--- src/rtl/core/gdw_pkg.sv ---
`default_nettype none
// ----------------------------------------------------------------------------
// gdw_pkg: shared types and calendar helpers
// Beat payloads, error codes, the inter-cell record and the month length table.
// ----------------------------------------------------------------------------
package gdw_pkg;

   localparam int unsigned MONTHS = 12;

   typedef enum logic [2:0] {
      ERR_NONE       = 3'd0,
      ERR_DAY_LOW    = 3'd1,
      ERR_DAY_HIGH   = 3'd2,
      ERR_DAY_COMMON = 3'd3,
      ERR_YEAR_LOW   = 3'd4,
      ERR_YEAR_HIGH  = 3'd5,
      ERR_MONTH      = 3'd6
   } err_type;

   localparam logic OP_ORDINAL   = 1'b0;
   localparam logic OP_MONTH_DAY = 1'b1;

   localparam logic [13:0] YEAR_MAX    = 14'd9999;
   localparam logic [8:0]  DAY_MAX     = 9'd366;
   localparam logic [3:0]  MONTH_FIRST = 4'd1;
   localparam logic [3:0]  MONTH_LAST  = 4'd12;
   localparam logic [3:0]  MONTH_FEB   = 4'd2;

   typedef struct packed {
      logic        op;
      logic [13:0] year_in;
      logic [3:0]  month_in;
      logic [8:0]  day_in;
   } req_type;

   typedef struct packed {
      logic [3:0] month_out;
      logic [4:0] day_of_month;
      logic [2:0] weekday;
      logic [8:0] day_of_year;
      logic       leap;
      logic [2:0] error_code;
   } rsp_type;

   // Record handed from cell to cell.
   typedef struct packed {
      logic       vld;
      logic       op;
      logic       leap;
      err_type    err;
      logic [3:0] month;   // target month (month-day mode) or resolved month
      logic       done;    // ordinal mode: month already resolved
      logic [8:0] dom;     // remaining day count / day of month
      logic [8:0] doy;     // running day of year
      logic [4:0] dd;      // year doomsday sum, not yet reduced mod 7
   } cell_type;

   function automatic logic [4:0] days_in(input logic [3:0] m, input logic lp);
      logic [4:0] d;
      case (m)
         4'd1, 4'd3, 4'd5, 4'd7, 4'd8, 4'd10, 4'd12: d = 5'd31;
         4'd4, 4'd6, 4'd9, 4'd11:                     d = 5'd30;
         4'd2:    d = lp ? 5'd29 : 5'd28;
         default: d = 5'd31;
      endcase
      return d;
   endfunction

endpackage
`default_nettype wire

--- src/rtl/core/gregorian_date_weekday_converter_core.sv ---
`default_nettype none
// ----------------------------------------------------------------------------
// gregorian_date_weekday_converter_core: date resolve, validate and weekday
// Takes a year with either an ordinal day or a month and day, and returns
// month, day of month, day of year, leap flag and doomsday weekday.
// ----------------------------------------------------------------------------
//
//   channel  | direction | handshake             | payload
//   ---------+-----------+-----------------------+----------------------------
//   req_     | in        | req_valid / req_ready | gdw_pkg::req_type req_data
//   rsp_     | out       | rsp_valid / rsp_ready | gdw_pkg::rsp_type rsp_data
//
// The row holds two front stages, twelve month cells and the result register.
// The whole row advances together, so a new beat enters every cycle while
// rsp_ready stays high; with a result waiting and rsp_ready low the row holds
// and req_ready drops.
// Reset clears only the valid bits of each stage; no clearing pass follows.
//
module gregorian_date_weekday_converter_core (
   input  wire logic              clock,
   input  wire logic              reset,
   input  wire logic              req_valid,
   output logic                   req_ready,
   input  wire gdw_pkg::req_type  req_data,
   output logic                   rsp_valid,
   input  wire logic              rsp_ready,
   output gdw_pkg::rsp_type       rsp_data
);

   // advance the row when the result slot is free or being taken
   logic              adv;
   gdw_pkg::cell_type chain [gdw_pkg::MONTHS+1];

   assign adv       = !rsp_valid || rsp_ready;
   assign req_ready = adv;

   // decode the year and validate; seeds the first month cell
   gdw_front u_front (
      .clock    (clock),
      .reset    (reset),
      .en       (adv),
      .in_vld   (req_valid),
      .in_data  (req_data),
      .out_cell (chain[0])
   );

   // one cell per month, January first
   for (genvar g = 0; g < gdw_pkg::MONTHS; g++) begin : g_cell
      gdw_month_cell #(
         .MONTH_IDX (g + 1)
      ) u_cell (
         .clock    (clock),
         .reset    (reset),
         .en       (adv),
         .in_cell  (chain[g]),
         .out_cell (chain[g+1])
      );
   end

   // weekday and result register
   gdw_back u_back (
      .clock     (clock),
      .reset     (reset),
      .en        (adv),
      .in_cell   (chain[gdw_pkg::MONTHS]),
      .rsp_valid (rsp_valid),
      .rsp_data  (rsp_data)
   );

   // a failed date carries nothing but its error code
   a_err_zero: assert property (@(posedge clock) disable iff (reset)
      rsp_valid && rsp_data.error_code != gdw_pkg::ERR_NONE |->
         rsp_data.month_out == 4'd0 && rsp_data.day_of_month == 5'd0 &&
         rsp_data.weekday == 3'd0 && rsp_data.day_of_year == 9'd0 && !rsp_data.leap)
      else $error("error beat with nonzero fields");

   // a good date resolves to a real month and day
   a_ok_range: assert property (@(posedge clock) disable iff (reset)
      rsp_valid && rsp_data.error_code == gdw_pkg::ERR_NONE |->
         rsp_data.month_out >= gdw_pkg::MONTH_FIRST &&
         rsp_data.month_out <= gdw_pkg::MONTH_LAST &&
         rsp_data.day_of_month != 5'd0 && rsp_data.weekday <= 3'd6 &&
         rsp_data.day_of_year != 9'd0 && rsp_data.day_of_year <= gdw_pkg::DAY_MAX)
      else $error("good beat out of calendar range");

   // a common year never reaches day 366
   a_common_len: assert property (@(posedge clock) disable iff (reset)
      rsp_valid && rsp_data.error_code == gdw_pkg::ERR_NONE && !rsp_data.leap |->
         rsp_data.day_of_year < gdw_pkg::DAY_MAX)
      else $error("day 366 in a common year");

   // day of month never exceeds its month's length
   a_dom_len: assert property (@(posedge clock) disable iff (reset)
      rsp_valid && rsp_data.error_code == gdw_pkg::ERR_NONE |->
         rsp_data.day_of_month <= gdw_pkg::days_in(rsp_data.month_out, rsp_data.leap))
      else $error("day of month past month end");

endmodule
`default_nettype wire

--- src/rtl/core/gdw_front.sv ---
`default_nettype none
// ----------------------------------------------------------------------------
// gdw_front: year decode and date validation
// Two stages: split the year into century and year of century, then derive the
// leap flag, the error code and the doomsday sum, and seed the cell record.
// ----------------------------------------------------------------------------
module gdw_front (
   input  wire logic              clock,
   input  wire logic              reset,
   input  wire logic              en,
   input  wire logic              in_vld,
   input  wire gdw_pkg::req_type  in_data,
   output gdw_pkg::cell_type      out_cell
);

   // stage 1 registers
   logic             vld1_ff;
   gdw_pkg::req_type req1_ff;
   logic [7:0]       cent1_ff;
   logic [26:0]      prod_in;

   // stage 2 register
   gdw_pkg::cell_type cell_ff, cell_in;

   // year / 100 by reciprocal, exact for every 14-bit year
   assign prod_in = {13'd0, in_data.year_in} * 27'd5243;

   function automatic logic [2:0] century_anchor(input logic [1:0] c);
      logic [2:0] a;
      case (c)
         2'd0:    a = 3'd2;
         2'd1:    a = 3'd0;
         2'd2:    a = 3'd5;
         default: a = 3'd3;
      endcase
      return a;
   endfunction

   always_comb begin
      logic [13:0] yrem;
      logic [6:0]  yy;
      logic [12:0] p12;
      logic [3:0]  q12;
      logic [6:0]  r12;
      logic [3:0]  r;
      logic        lp;
      logic [13:0] y;
      logic [8:0]  day;
      logic [3:0]  mon;
      gdw_pkg::err_type err;

      y    = req1_ff.year_in;
      day  = req1_ff.day_in;
      mon  = req1_ff.month_in;
      yrem = y - ({6'd0, cent1_ff} << 6) - ({6'd0, cent1_ff} << 5)
           - ({6'd0, cent1_ff} << 2);
      yy   = yrem[6:0];
      lp   = (yy == 7'd0) ? (cent1_ff[1:0] == 2'd0) : (y[1:0] == 2'd0);
      // yy / 12 by reciprocal, exact below 100
      p12  = {6'd0, yy} * 13'd43;
      q12  = p12[12:9];
      r12  = yy - ({3'd0, q12} << 3) - ({3'd0, q12} << 2);
      r    = r12[3:0];

      err = gdw_pkg::ERR_NONE;
      if (req1_ff.op == gdw_pkg::OP_ORDINAL) begin
         if (day == 9'd0)                               err = gdw_pkg::ERR_DAY_LOW;
         else if (day > gdw_pkg::DAY_MAX)               err = gdw_pkg::ERR_DAY_HIGH;
         else if (day == gdw_pkg::DAY_MAX && !lp)       err = gdw_pkg::ERR_DAY_COMMON;
         else if (y == 14'd0)                           err = gdw_pkg::ERR_YEAR_LOW;
         else if (y > gdw_pkg::YEAR_MAX)                err = gdw_pkg::ERR_YEAR_HIGH;
      end else begin
         if (y == 14'd0)                                err = gdw_pkg::ERR_YEAR_LOW;
         else if (y > gdw_pkg::YEAR_MAX)                err = gdw_pkg::ERR_YEAR_HIGH;
         else if (mon < gdw_pkg::MONTH_FIRST || mon > gdw_pkg::MONTH_LAST)
                                                        err = gdw_pkg::ERR_MONTH;
         else if (day == 9'd0)                          err = gdw_pkg::ERR_DAY_LOW;
         else if (day > {4'd0, gdw_pkg::days_in(mon, lp)})
                                                        err = gdw_pkg::ERR_DAY_HIGH;
      end

      cell_in.vld   = vld1_ff;
      cell_in.op    = req1_ff.op;
      cell_in.leap  = lp;
      cell_in.err   = err;
      cell_in.month = (req1_ff.op == gdw_pkg::OP_ORDINAL) ? 4'd0 : mon;
      cell_in.done  = 1'b0;
      cell_in.dom   = day;
      cell_in.doy   = day;
      cell_in.dd    = {2'd0, century_anchor(cent1_ff[1:0])} + {1'b0, q12}
                    + {1'b0, r} + {3'd0, r[3:2]};
   end

   always_ff @(posedge clock) begin
      if (reset) begin
         vld1_ff     <= 1'b0;
         cell_ff.vld <= 1'b0;
      end else if (en) begin
         vld1_ff <= in_vld;
         cell_ff <= cell_in;
      end
   end

   always_ff @(posedge clock) begin
      if (en) begin
         req1_ff  <= in_data;
         cent1_ff <= prod_in[26:19];
      end
   end

   assign out_cell = cell_ff;

endmodule
`default_nettype wire

--- src/rtl/core/gdw_month_cell.sv ---
`default_nettype none
// ----------------------------------------------------------------------------
// gdw_month_cell: one month of the calendar walk
// Ordinal mode: peel this month's length off the remaining day count or stop
// here. Month-day mode: add this month's length when it precedes the target.
// ----------------------------------------------------------------------------
module gdw_month_cell #(
   parameter int unsigned MONTH_IDX = 1
) (
   input  wire logic               clock,
   input  wire logic               reset,
   input  wire logic               en,
   input  wire gdw_pkg::cell_type  in_cell,
   output gdw_pkg::cell_type       out_cell
);

   localparam logic [3:0] MONTH_CODE = 4'(MONTH_IDX);
   localparam logic       IS_LAST    = (MONTH_IDX >= gdw_pkg::MONTHS);

   gdw_pkg::cell_type cell_ff, cell_in;
   logic [4:0]        len;

   assign len = gdw_pkg::days_in(MONTH_CODE, in_cell.leap);

   always_comb begin
      cell_in = in_cell;
      if (in_cell.op == gdw_pkg::OP_ORDINAL) begin
         if (!in_cell.done) begin
            if (!IS_LAST && in_cell.dom > {4'd0, len}) begin
               cell_in.dom = in_cell.dom - {4'd0, len};
            end else begin
               cell_in.done  = 1'b1;
               cell_in.month = MONTH_CODE;
            end
         end
      end else if (MONTH_CODE < in_cell.month) begin
         cell_in.doy = in_cell.doy + {4'd0, len};
      end
   end

   always_ff @(posedge clock) begin
      if (reset) begin
         cell_ff.vld <= 1'b0;
      end else if (en) begin
         cell_ff <= cell_in;
      end
   end

   assign out_cell = cell_ff;

endmodule
`default_nettype wire

--- src/rtl/core/gdw_back.sv ---
`default_nettype none
// ----------------------------------------------------------------------------
// gdw_back: weekday and result register
// Apply the month anchor, reduce mod 7, and zero the fields of a failed date.
// ----------------------------------------------------------------------------
module gdw_back (
   input  wire logic               clock,
   input  wire logic               reset,
   input  wire logic               en,
   input  wire gdw_pkg::cell_type  in_cell,
   output logic                    rsp_valid,
   output gdw_pkg::rsp_type        rsp_data
);

   logic             rsp_valid_ff;
   gdw_pkg::rsp_type rsp_ff, rsp_in;

   function automatic logic [4:0] month_anchor(input logic [3:0] m, input logic lp);
      logic [4:0] a;
      case (m)
         4'd1:    a = lp ? 5'd4 : 5'd3;
         4'd2:    a = lp ? 5'd29 : 5'd28;
         4'd3:    a = 5'd14;
         4'd4:    a = 5'd4;
         4'd5:    a = 5'd9;
         4'd6:    a = 5'd6;
         4'd7:    a = 5'd11;
         4'd8:    a = 5'd8;
         4'd9:    a = 5'd5;
         4'd10:   a = 5'd10;
         4'd11:   a = 5'd7;
         default: a = 5'd12;
      endcase
      return a;
   endfunction

   // x mod 7 by reciprocal, exact for any 7-bit x
   function automatic logic [2:0] mod7(input logic [6:0] x);
      logic [17:0] p;
      logic [6:0]  rem;
      p   = {11'd0, x} * 18'd293;
      rem = x - ({2'd0, p[15:11]} << 3) + {2'd0, p[15:11]};
      return rem[2:0];
   endfunction

   always_comb begin
      logic [6:0] sum;
      sum = {2'd0, in_cell.dd} + {2'd0, in_cell.dom[4:0]} + 7'd28
          - {2'd0, month_anchor(in_cell.month, in_cell.leap)};
      if (in_cell.err != gdw_pkg::ERR_NONE) begin
         rsp_in            = '0;
         rsp_in.error_code = in_cell.err;
      end else begin
         rsp_in.month_out    = in_cell.month;
         rsp_in.day_of_month = in_cell.dom[4:0];
         rsp_in.weekday      = mod7(sum);
         rsp_in.day_of_year  = in_cell.doy;
         rsp_in.leap         = in_cell.leap;
         rsp_in.error_code   = gdw_pkg::ERR_NONE;
      end
   end

   always_ff @(posedge clock) begin
      if (reset) begin
         rsp_valid_ff <= 1'b0;
      end else if (en) begin
         rsp_valid_ff <= in_cell.vld;
      end
   end

   always_ff @(posedge clock) begin
      if (en) begin
         rsp_ff <= rsp_in;
      end
   end

   assign rsp_valid = rsp_valid_ff;
   assign rsp_data  = rsp_ff;

endmodule
`default_nettype wire

--- config.mk ---
export PLATFORM = sky130hd
export DESIGN_NAME = gregorian_date_weekday_converter_core
export DESIGN_NICKNAME = d
export VERILOG_FILES = /design/src/rtl/core/gdw_pkg.sv /design/src/rtl/core/gregorian_date_weekday_converter_core.sv /design/src/rtl/core/gdw_front.sv /design/src/rtl/core/gdw_month_cell.sv /design/src/rtl/core/gdw_back.sv
export SDC_FILE = /design/constraint.sdc
export NUM_CORES = 1
export LEC_CHECK = 0
export BUFFER_PORTS_ARGS = -buffer_cell sky130_fd_sc_hd__buf_2
export CORE_MARGIN = 2
export CORE_UTILIZATION = 30
export CTS_BUF_LIST = sky130_fd_sc_hd__clkbuf_2 sky130_fd_sc_hd__clkbuf_4 sky130_fd_sc_hd__clkbuf_8
export CTS_CLUSTER_DIAMETER = 80
export CTS_CLUSTER_SIZE = 10
export DETAILED_ROUTE_END_ITERATION = 8
export HOLD_SLACK_MARGIN = 0.1
export PLACE_DENSITY = 0.41
export SETUP_SLACK_MARGIN = 0.05
export SYNTH_ARGS = -nofsm -noshare
export SYNTH_HDL_FRONTEND = slang
export SYNTH_SLANG_ARGS = --single-unit
--- constraint.sdc ---
create_clock -name clock -period 29.8 [get_ports clock]
set_clock_uncertainty 0.1 [all_clocks]
set_input_delay 5.96 -clock clock [delete_from_list [all_inputs] [get_ports clock]]
set_output_delay 5.96 -clock clock [all_outputs]
set_load 0.05 [all_outputs]
* Word-level counts from Yosys, hierarchy flattened
Index checks and enable logic that the tools add are counted.
** Storage, ports and cells
- Word-level logic and storage cells :: 319
- Output and inout bits :: 27
- Input bits :: 32
- Bits in registers :: 482
** Operators by class
- $add $sub $neg :: 36
- Multipliers :: 3
- $lt $le $gt $ge :: 28
- Muxes and demuxes :: 93
- Equal/unequal tests :: 19
- Bitwise logic cells :: 1
- Reductions and logical operators :: 13
** Operator list (number)
- 9-bit 2-to-1 mux :: 35
- 14-bit 2-to-1 mux :: 21
- 9-bit by 5-bit adder with 9-bit output (second input constant) :: 11
- 9-bit by 5-bit > comparator with 1-bit output (second input constant) :: 10
- 5-bit 2-to-1 mux :: 18
- 9-bit by 5-bit subtractor with 9-bit output (second input constant) :: 10
- 5-bit case mux with 11 select lines :: 1
- 3-bit 2-to-1 mux :: 11
- 4-bit by 3-bit equality test with 1-bit output (second input constant) :: 6
- 4-bit equality test (second input constant) :: 6
- 14-bit by 13-bit multiplier with 24-bit output (second input constant) :: 1
- 7-bit subtractor :: 3
- 4-bit less-than comparator (first input constant) :: 5
- 9-bit by 5-bit > comparator with 1-bit output :: 2
- 3-bit by 4-bit less-than comparator with 1-bit output (first input constant) :: 4
- 14-bit > comparator (second input constant) :: 1
- 14-bit zero test :: 1
- 7-bit by 9-bit multiplier with 14-bit output (second input constant) :: 1
- 7-bit by 6-bit multiplier with 13-bit output (second input constant) :: 1
- 4-bit by 2-bit equality test with 1-bit output (second input constant) :: 3
- 5-bit case mux with 2 select lines :: 1
- 9-bit by 5-bit adder with 9-bit output :: 1
- 9-bit equality test (second input constant) :: 1
- 9-bit > comparator (second input constant) :: 1
- other kinds (30) :: 38

* Longest topological paths before layout
Gate-level depths: netlist (run 1).
- Depth in word-level cells :: 19
- Gate-level depth with buffers :: 36
- Depth with buffers taken out :: 36

* Modules after synthesis
From an unflattened synthesis (run 1), not the netlist that was laid out.
** Unflattened totals
- Cell total of the unflattened synthesis :: 2045
- Area total of the unflattened synthesis :: 26817.0 um^2
** By module, submodules not included
- gdw_front :: area each 6762.7 um^2, sequential area each 1721.7 um^2, cells an instance 619, instances 1
- gdw_back :: area each 2183.3 um^2, sequential area each 770.7 um^2, cells an instance 198, instances 1
- gdw_month_cell (g_cell[6].u_cell) :: area each 1574.0 um^2, sequential area each 1011.0 um^2, cells an instance 116, instances 1
- gdw_month_cell (g_cell[2].u_cell) :: area each 1569.0 um^2, sequential area each 1011.0 um^2, cells an instance 116, instances 1
- gdw_month_cell (g_cell[1].u_cell) :: area each 1522.7 um^2, sequential area each 1011.0 um^2, cells an instance 102, instances 1
- gdw_month_cell (g_cell[7].u_cell) :: area each 1519.0 um^2, sequential area each 1011.0 um^2, cells an instance 108, instances 1
- gdw_month_cell (g_cell[8].u_cell) :: area each 1517.7 um^2, sequential area each 1011.0 um^2, cells an instance 108, instances 1
- gdw_month_cell (g_cell[0].u_cell) :: area each 1515.2 um^2, sequential area each 1011.0 um^2, cells an instance 107, instances 1
- gdw_month_cell (g_cell[4].u_cell) :: area each 1512.7 um^2, sequential area each 1011.0 um^2, cells an instance 102, instances 1
- gdw_month_cell (g_cell[9].u_cell) :: area each 1482.7 um^2, sequential area each 1011.0 um^2, cells an instance 105, instances 1
- gdw_month_cell (g_cell[3].u_cell) :: area each 1470.2 um^2, sequential area each 1011.0 um^2, cells an instance 100, instances 1
- gdw_month_cell (g_cell[5].u_cell) :: area each 1461.4 um^2, sequential area each 1011.0 um^2, cells an instance 97, instances 1
- gdw_month_cell (g_cell[10].u_cell) :: area each 1447.6 um^2, sequential area each 1011.0 um^2, cells an instance 95, instances 1
- gdw_month_cell (g_cell[11].u_cell) :: area each 1272.5 um^2, sequential area each 1011.0 um^2, cells an instance 71, instances 1
- gregorian_date_weekday_converter_core :: area each 6.3 um^2, sequential area each 0.0 um^2, cells an instance 1, instances 1

* Least setup slack after synthesis (run 1)
OpenSTA, ideal clock, no wires.
- Path kind :: input port to flip-flop
- From :: in rsp_ready
- To :: reg g_cell[0].u_cell.cell_ff, in the netlist g_cell[0].u_cell.out_cell[0] (enable)
- Buffers on the path :: 2
- Arrival time :: 23295 ps
- Path slack :: 5214 ps
- Cell stages on the path :: 4
- Required time :: 28508 ps
- Library setup time :: 1192 ps
- Cells stage by stage :: nor2b_1 clkbuf_1 clkbuf_1 nor2_1
** Between the ends
- Word-level cells in the longest chain between the ends :: 2
** Ends and longest elaborated chain
- start, declared :: line gregorian_date_weekday_converter_core.sv:26 : input wire logic rsp_ready,
- 1-bit logical OR :: line gregorian_date_weekday_converter_core.sv:34 : assign adv = !rsp_valid || rsp_ready;
- 2-bit AND reduction (no source line)
- end signal, assigned :: line gdw_month_cell.sv:45 : cell_ff <= cell_in;
- end, declared :: line gdw_month_cell.sv:20 : gdw_pkg::cell_type cell_ff, cell_in;
No other way between the ends.
A chain may end at the register's enable or synchronous reset.

* Worst setup path in the final report (run 1)
- From :: in rsp_ready
- To :: out req_ready
** Between the ends
- Word-level cells in the longest chain between the ends :: 1
** Ends and longest elaborated chain
- 1-bit logical OR :: line gregorian_date_weekday_converter_core.sv:34
- end, declared :: line gregorian_date_weekday_converter_core.sv:23 : output logic req_ready,
No other way between the ends.

==> results of run 1 <==
## layout make-up
| class | instances | area [um2] |
|---|---|---|
| fillers | 8196 | 55690 |
| repair buffers | 65 | 342.8 |
| flip-flops and latches | 482 | 14320 |
| clock inverters | 4 | 37.54 |
| clock buffers | 68 | 854.6 |
| well taps | 1080 | 1351 |
| multi-input cells | 1171 | 9946 |
| diodes | 1 | 2.502 |
| inverters | 233 | 875.8 |
## cells in the mapped netlist, drive strengths merged (4+ instances only)
cell,count
a2111oi,4
a211o,6
a211oi,16
a21o,12
a21oi,51
a31oi,11
and2,53
and3,23
buf,4
clkbuf,13
dfxtp,15
edfxtp,467
fa,81
ha,213
inv,233
mux2,10
nand2,110
nand2b,35
nand3,51
nand3b,5
nand4,19
nor2,71
nor2b,8
nor3,34
nor3b,4
nor4,25
o2111ai,5
o211ai,7
o21a,11
o21ai,39
o21bai,11
o31ai,5
o41ai,5
or2,7
or3,10
xnor2,108
xor2,93
## metal layers
metal  share of wire  wire (um)  vias up
li1                -          -     6933
met1            0.42      17180     6301
met2            0.51      20780      154
met3           0.041       1662       73
met4           0.025       1034        0
met5               0          0        -
## state kept, by name, indices dropped and copies added, names as in the netlist
name and count:
u_back.rsp_data 25, u_back.rsp_valid 1, u_front.vld1_ff 1, u_front.req1_ff 18, g_cell.u_cell.out_cell 398, u_front.cell_in 10, u_front.out_cell 24, u_front.cent1_ff 5
## stage by stage
stage | hold slack (ns) | setup WS (ns) | area, um2 | utilization | cells
2_1_floorplan | 0.3003 | 5.214 | 25200 | - | 1903
3_3_place_gp | 0.3012 | 16.36 | 26840 | 0.3217 | 3031
3_5_place_dp | 0.3045 | 16.36 | 26840 | 0.3217 | 3031
4_1_cts | 0.2831 | 16.35 | 27730 | 0.3324 | 3103
5_1_grt | 0.2931 | 16.24 | 27730 | 0.3325 | 3104
6_report | 0.2896 | 16.41 | 27730 | 0.3325 | 3104
## final timing paths
path | slack [ns] | from | depth (start not counted) | to
worst min register to register | 0.29 | g_cell[7].u_cell.out_cell[30] | 0 | g_cell[8].u_cell.out_cell[30]
worst min-delay path | 0.29 | g_cell[7].u_cell.out_cell[30] | 0 | g_cell[8].u_cell.out_cell[30]
worst max-delay path | 16.41 | rsp_ready | 5 | req_ready
worst max register to register | 21.24 | u_front.cent1_ff[0] | 30 | u_front.out_cell[3]
## worst register-to-register path, delay by kind of cell, from the launching register on
kind                     cells  cell delay, ns
multiplexers                 1            0.26
flip-flops                   1            0.46
XOR/XNOR                     5            1.33
AO/OA/AOI/OAI                4            0.59
buffers and inverters        5            0.40
adder cells (fa/ha/maj)     11            4.18
AND/OR/NAND/NOR              4            1.00
## kinds of logic (layout without fill, tap and decap cells)
logic type / count (synthesis) / after routing / synth area share
AO/OA/AOI/OAI: 205 / 205 / 0.05427
XOR/XNOR: 202 / 202 / 0.07076
adder cells (fa/ha/maj): 294 / 294 / 0.1701
buffers and inverters: 250 / 370 / 0.03734
flip-flops: 482 / 482 / 0.5684
multiplexers: 10 / 10 / 0.004469
other: 0 / 1 / 0
AND/OR/NAND/NOR: 460 / 460 / 0.09459
==> results.md, run 1 <==
* Commonest cells after routing, fill and taps aside: 467 x edfxtp_1, 232 x inv_1, 213 x ha_1
* Starting Density at 0.3021
* Routed len/inst at ~13 um
* Share of post-route cells with drive strength above 1 at 0.08304
* DP Wirelength at 30090 um
* YS warnings at 0
* Max Cap Violations at 0
* IO Count at 59
* Die ar. at 0.08633 mm2
* Crit path launch type: primary input
* WS Path Type: primary input to primary output
* Top delay family on crit path: buffers and inverters
* Area Overhead vs Synth at 10.07%
* Routed Antenna Nets at 0
* Fmax at 74.69 MHz
* Vias at 13460
* Mapped Cells at 1903
* Most used routing layer: met2
* Cts repair resizes at 0
* Final setup fails at 0
* Largest net degree at the start of global routing at ~90
* CTS Buf Count at 54
* GR Util All Layers at 0.09696
* Hold Vio Cnt, Final at 0
* Global-route wire length before repair at roughly 70000 um
* WP data required at 23.74 ns
* CP most frequent cell: buf_2
* Met3 Track Usage GR at 0.02002
* Most common cell after layout, fill and taps aside: edfxtp_1
* Crit end category: primary output
* Outcome: complete, no violations
* Worst Path Buf+Inv at 4
* RSZ-0062 raised after global routing: false
* Largest cells by area after synthesis: edfxtp_1 56%, ha_1 11%, fa_1 6.4%
* Vias per cell at about 4.3
* Worst-path fanout max at 26
* Max Slew Vio Count at 0
* Max stage delay on crit path at ~0.44 ns
* Initial detailed-routing violation count at 490
* Root buffer cell: clkbuf_8
* Largest area contributor in the synthesized netlist: edfxtp_1
* Clock transition at path regs at 0.07 ns
* Initial antenna violation count at 1
* Type of the worst min-delay path: register to register
* Final Cycle Share at 0.4493
* EDFF count, synth at 467
* Post-CTS Setup Inserts at 0
* Core Area at roughly 0.083 mm2
* Gpl congestion at 0.7803
* Sink Count at 482
* CTS max path bufs at 3
* H-Tree Depth at 2
* Cts hold-fix bufs at 0
* Setup Total Neg Slack at 0 ns
* 1st-pass router iterations at 6
* Register area share after synthesis at 0.5684
* Drt total wl at 40650 um
* Routing usage on met1 at 0.1105
* Drt drc at 0
* DIE WIDTH at 293.8 um
* #FFs+latches synth at 482
* CP arrival at 7.33 ns
* Grt total ovfl at 0
* Row cnt at 106
* Post-Syn Nets at 2229
* Slew of the pin with the lowest slew margin at 1.048 ns
* Die extent in y at 293.8 um
* Slowest CP cell: clkinv_2
* Synthesized area at 0.02520 mm2
* Number of global-route vias before repair at 14220
* Synth async-reset ratio at 0
* Yosys top cell area share at 0.5565
* Number of port buffers at 58
* Met2 Use GR at 0.1792
* Slew Limit Headroom at 0.3016
* Nets at 2333
* CTS tree: yes
* Number of distinct library cells after synthesis at 64
* Avg Inst Size Synth at between 10 and 15 um2
* Min cycle time layout at 13.39 ns
* Clock latency on the worst-skew pair at 0.64 ns
* Crit-path cells: buf_2 -> nor2b_1 -> buf_4 -> clkinv_2 -> buf_2
* Main synth FF type: edfxtp_1
Power of run 1 is not shown: default switching activity piles up to over one toggle a cycle in this logic, so the estimate is an artifact.
==> run 2: changes to the inputs <==
==> constraint.sdc (replaced) <==
create_clock -name clock -period 12.55 [get_ports clock]
set_clock_uncertainty 0.1 [all_clocks]
set_input_delay 2.51 -clock clock [delete_from_list [all_inputs] [get_ports clock]]
set_output_delay 2.51 -clock clock [all_outputs]
set_load 0.05 [all_outputs]
==> run 2 against run 1 <==
  * First-iteration DRC count grew 5.1%
  * Design area increased by 0.12%
  * Final cell count is essentially flat
  * Flip-flop and latch count unchanged
  * Count of clock-buffer cells in the layout increased by 2
  * Critical endpoint is now u_front.out_cell[3]
  * Hold slack gained 0.0034 ns
  * Largest cell class unchanged
  * Via count grew 0.61%
  * Highest routed layer unchanged
  * Die area stayed put
  * Register-to-register slack got worse by 17 ns
  * Worst setup slack lost 12 ns
  * Wire length is 0.84% higher
==> results.md, run 2 (synthesis results as in run 1) <==
* Die extent in y at ~300 um
* Max Slew Vio Count at 0
* Share of post-route cells with drive strength above 1 at 0.08395
* CP most frequent cell: ha_1
* Initial antenna violation count at 1
* 1st-pass router iterations at 5
* Core Area at 0.08342 mm2
* Post-CTS Setup Inserts at 0
* Global-route wire length before repair at 69930 um
* CTS max path bufs at 3
* Final Cycle Share at 0.6744
* Cts repair resizes at 0
* Clock latency on the worst-skew pair at 0.65 ns
* Clock transition at path regs at roughly 0.070 ns
* Crit end category: register
* Die ar. at 0.08633 mm2
* Grt total ovfl at 0
* Max stage delay on crit path at 0.54 ns
* Largest net degree at the start of global routing at 165
* CP arrival at 8.76 ns
* Routed Antenna Nets at 0
* Final setup fails at 0
* Root buffer cell: clkbuf_8
* Number of port buffers at 58
* Type of the worst min-delay path: register to register
* DIE WIDTH at 293.8 um
* Commonest cells after routing, fill and taps aside: 467 x edfxtp_1, 232 x inv_1, 213 x ha_1
* Crit path launch type: register
* Sink Count at a little under 500
* Fmax at 118.1 MHz
* Gpl congestion at ~0.81
* Vias at 13540
* Slowest CP cell: fa_1
* Setup Total Neg Slack at 0 ns
* Nets at 2333
* DP Wirelength at 30170 um
* Drt drc at 0
* Cts hold-fix bufs at 0
* Max reg flops at 398
* CTS Buf Count at 54
* Min cycle time layout at 8.464 ns
* WS Path Type: register to register
* RSZ-0062 raised after global routing: false
* Hold Vio Cnt, Final at 0
* Row cnt at 106
* CTS tree: yes
* Worst-path fanout max at 5
* Drt total wl at 41000 um
* Most common cell after layout, fill and taps aside: edfxtp_1
* GR Util All Layers at 0.09864
* Outcome: complete, no violations
* IO Count at 59
* WP data required at roughly 13 ns
* Routed len/inst at 13.20 um
* Vias per cell at 4.360
* Starting Density at 0.3021
* H-Tree Depth at 2
* Initial detailed-routing violation count at 515
* Slew of the pin with the lowest slew margin at 1.063 ns
* Max Cap Violations at 0
* Area Overhead vs Synth at 10.19%
* Number of global-route vias before repair at 14230
* Slew Limit Headroom at 0.2877
run 2: path summary, 6_finish.rpt:
check                               startpoint                           end  slack (ns)  cells past startpoint
setup / recovery           u_front.cent1_ff[1]           u_front.out_cell[3]        4.09                     31
hold / removal    g_cell[4].u_cell.out_cell[5]  g_cell[5].u_cell.out_cell[5]        0.29                      0
setup reg to reg           u_front.cent1_ff[1]           u_front.out_cell[3]        4.09                     31
hold reg to reg   g_cell[4].u_cell.out_cell[5]  g_cell[5].u_cell.out_cell[5]        0.29                      0
run 2: critical path: cells and delay by family, from the launching register on:
kind	cells	cell delay, ns
buffers and inverters	5	0.29
XOR/XNOR	5	1.30
multiplexers	1	0.27
AND/OR/NAND/NOR	4	1.02
AO/OA/AOI/OAI	4	0.57
adder cells (fa/ha/maj)	12	4.26
flip-flops	1	0.46
run 2: through the flow:
stage | utilization | worst slack [ns] | hold WS (ns) | instances | area [um2]
after floorplan | - | 2.995 | 0.3003 | 1903 | 25210
after global placement | 0.3219 | 4.224 | 0.3004 | 3031 | 26850
after detailed placement | 0.3219 | 3.976 | 0.3045 | 3031 | 26850
after CTS | 0.3328 | 4.008 | 0.2694 | 3105 | 27760
after global routing | 0.3328 | 3.500 | 0.2975 | 3106 | 27770
final | 0.3328 | 4.086 | 0.2930 | 3106 | 27770
run 2: per-layer routing:
layer  vias to the layer above  global-route usage  share of wire
met2                       148              0.1765           0.50
li1                       6933                   -              -
met1                      6385              0.1177           0.44
met3                        77             0.01790          0.032
met5                         -                   0              0
met4                         0             0.03609          0.032
run 2: area by class of cell:
| class | instances | area (um2) |
|---|---|---|
| Timing Repair Buffer | 65 | 355.3 |
| Multi-Input combinational cell | 1171 | 9946 |
| Antenna cell | 1 | 2.502 |
| Clock inverter | 4 | 42.54 |
| Clock buffer | 70 | 869.6 |
| Inverter | 233 | 875.8 |
| Tap cell | 1080 | 1351 |
| Fill cell | 8247 | 55660 |
| Sequential cell | 482 | 14320 |
Power of run 2 is left out for the same reason.
==> run 3: changes to the inputs <==
==> constraint.sdc (replaced) <==
create_clock -name clock -period 8.51 [get_ports clock]
set_clock_uncertainty 0.1 [all_clocks]
set_input_delay 1.702 -clock clock [delete_from_list [all_inputs] [get_ports clock]]
set_output_delay 1.702 -clock clock [all_outputs]
set_load 0.05 [all_outputs]
==> run 3 against run 2 <==
  * Utilization hardly changed
  * First-iteration DRC count is 2.1% higher
  * Count of clock-buffer cells in the layout is 2 lower
  * Final cell count hardly changed
  * Worst setup slack worse by 3.6 ns
  * Via count is 1.0% higher
  * Critical endpoint is now u_front.out_cell[2]
==> results.md, run 3 (synthesis results as in run 1) <==
* Outcome: complete, no violations
* Slew Limit Headroom at 0.3049
* Vias per cell at 4.403
* Min cycle time layout at 8.037 ns
* Grt total ovfl at 0
* Drt total wl at 41830 um
* Clock latency on the worst-skew pair at 0.65 ns
* Fmax at 124.4 MHz
* Share of post-route cells with drive strength above 1 at 0.08391
* Routed Antenna Nets at 0
* Crit path launch type: register
* Row cnt at 106
* Setup Total Neg Slack at 0 ns
* H-Tree Depth at 2
* Max Slew Vio Count at 0
* CTS max path bufs at 3
* RSZ-0062 raised after global routing: false
* Max reg flops at 398
* Most common cell after layout, fill and taps aside: edfxtp_1
* Max Cap Violations at 0
* Core Area at 0.08342 mm2
* WP data required at 8.82 ns
* WS Path Type: register to register
* Slew of the pin with the lowest slew margin at between 1 and 1.5 ns
* Max stage delay on crit path at 0.55 ns
* DIE WIDTH at just under 300 um
* Die extent in y at 293.8 um
* Type of the worst min-delay path: register to register
* Vias at around 14000
* Slowest CP cell: fa_1
* Number of global-route vias before repair at 14410
* Sink Count at about 480
* Die ar. at approximately 0.086 mm2
* Root buffer cell: clkbuf_8
* Worst-path fanout max at 5
* DP Wirelength at 30670 um
* Drt drc at 0
* Worst hold slack at ~0.30 ns
* Largest net degree at the start of global routing at 174
* CTS tree: yes
* Starting Density at 0.3021
* Final setup fails at 0
* CP arrival at 8.34 ns
* Global-route wire length before repair at 70730 um
* Routed len/inst at 13.46 um
* Clock transition at path regs at 0.07 ns
* Gpl congestion at 0.7893
* Number of port buffers at 58
* Final Cycle Share at 0.9444
* Nets at 2335
* Hold Vio Cnt, Final at 0
* Commonest cells after routing, fill and taps aside: 467 x edfxtp_1, 232 x inv_1, 213 x ha_1
* Initial detailed-routing violation count at 526
* IO Count at 59
* GR Util All Layers at 0.1001
* Cts hold-fix bufs at 0
* Post-CTS Setup Inserts at 0
* 1st-pass router iterations at 4
* CTS Buf Count at 55
* Initial antenna violation count at 1
* Crit end category: register
* Area Overhead vs Synth at 10.30%
[run 3: area by class of cell]
cell class	count	area, um2
repair buffers	66	375.4
clock inverters	6	52.55
inverters	233	875.8
well taps	1080	1351
flip-flops and latches	482	14320
clock buffers	68	860.8
fillers	8169	55630
multi-input cells	1171	9951
diodes	1	2.502
[run 3: repair_timing]
action                                  in CTS  in global routing
endpoints found under the setup margin       0                  3
resized for setup                            0                  1
endpoints found under the hold margin        0                  0
[run 3: layer usage]
| layer | share of wire | wire, um | GRT usage |
|---|---|---|---|
| met4 | 0.027 | 1120 | 0.03360 |
| met2 | 0.52 | 21550 | 0.1838 |
| met3 | 0.030 | 1258 | 0.01677 |
| met1 | 0.43 | 17900 | 0.1175 |
| met5 | 0 | 0 | 0 |
[run 3: worst max-delay path, delay by kind of cell (launching register included)]
kind / cells / cell delay [ns]
DFF: 1 / 0.47
xor gates and xnor gates: 4 / 0.94
AOI/OAI and AO/OA: 4 / 0.57
and+or+nand+nor: 4 / 0.86
buffers and inverters: 6 / 0.42
muxes: 1 / 0.29
adders and majority gates: 11 / 4.19
[run 3: final timing paths]
| check | from | to | slack, ns | cells past startpoint |
|---|---|---|---|---|
| min | g_cell[4].u_cell.out_cell[31] | g_cell[5].u_cell.out_cell[31] | 0.30 | 0 |
| max | u_front.cent1_ff[0] | u_front.out_cell[2] | 0.47 | 30 |
| min reg2reg | g_cell[4].u_cell.out_cell[31] | g_cell[5].u_cell.out_cell[31] | 0.30 | 0 |
| max reg2reg | u_front.cent1_ff[0] | u_front.out_cell[2] | 0.47 | 30 |
[run 3: per-stage QoR]
step | cell area (um2) | worst slack (ns) | util | cells
after floorplan | 25220 | -0.08788 | - | 1903
after global placement | 26870 | 0.4461 | 0.3221 | 3032
after detailed placement | 26870 | 0.2689 | 0.3221 | 3032
after CTS | 27790 | 0.2954 | 0.3331 | 3106
after global routing | 27790 | 0.06333 | 0.3332 | 3107
final | 27790 | 0.4729 | 0.3332 | 3107
Power of run 3 is left out for the same reason.
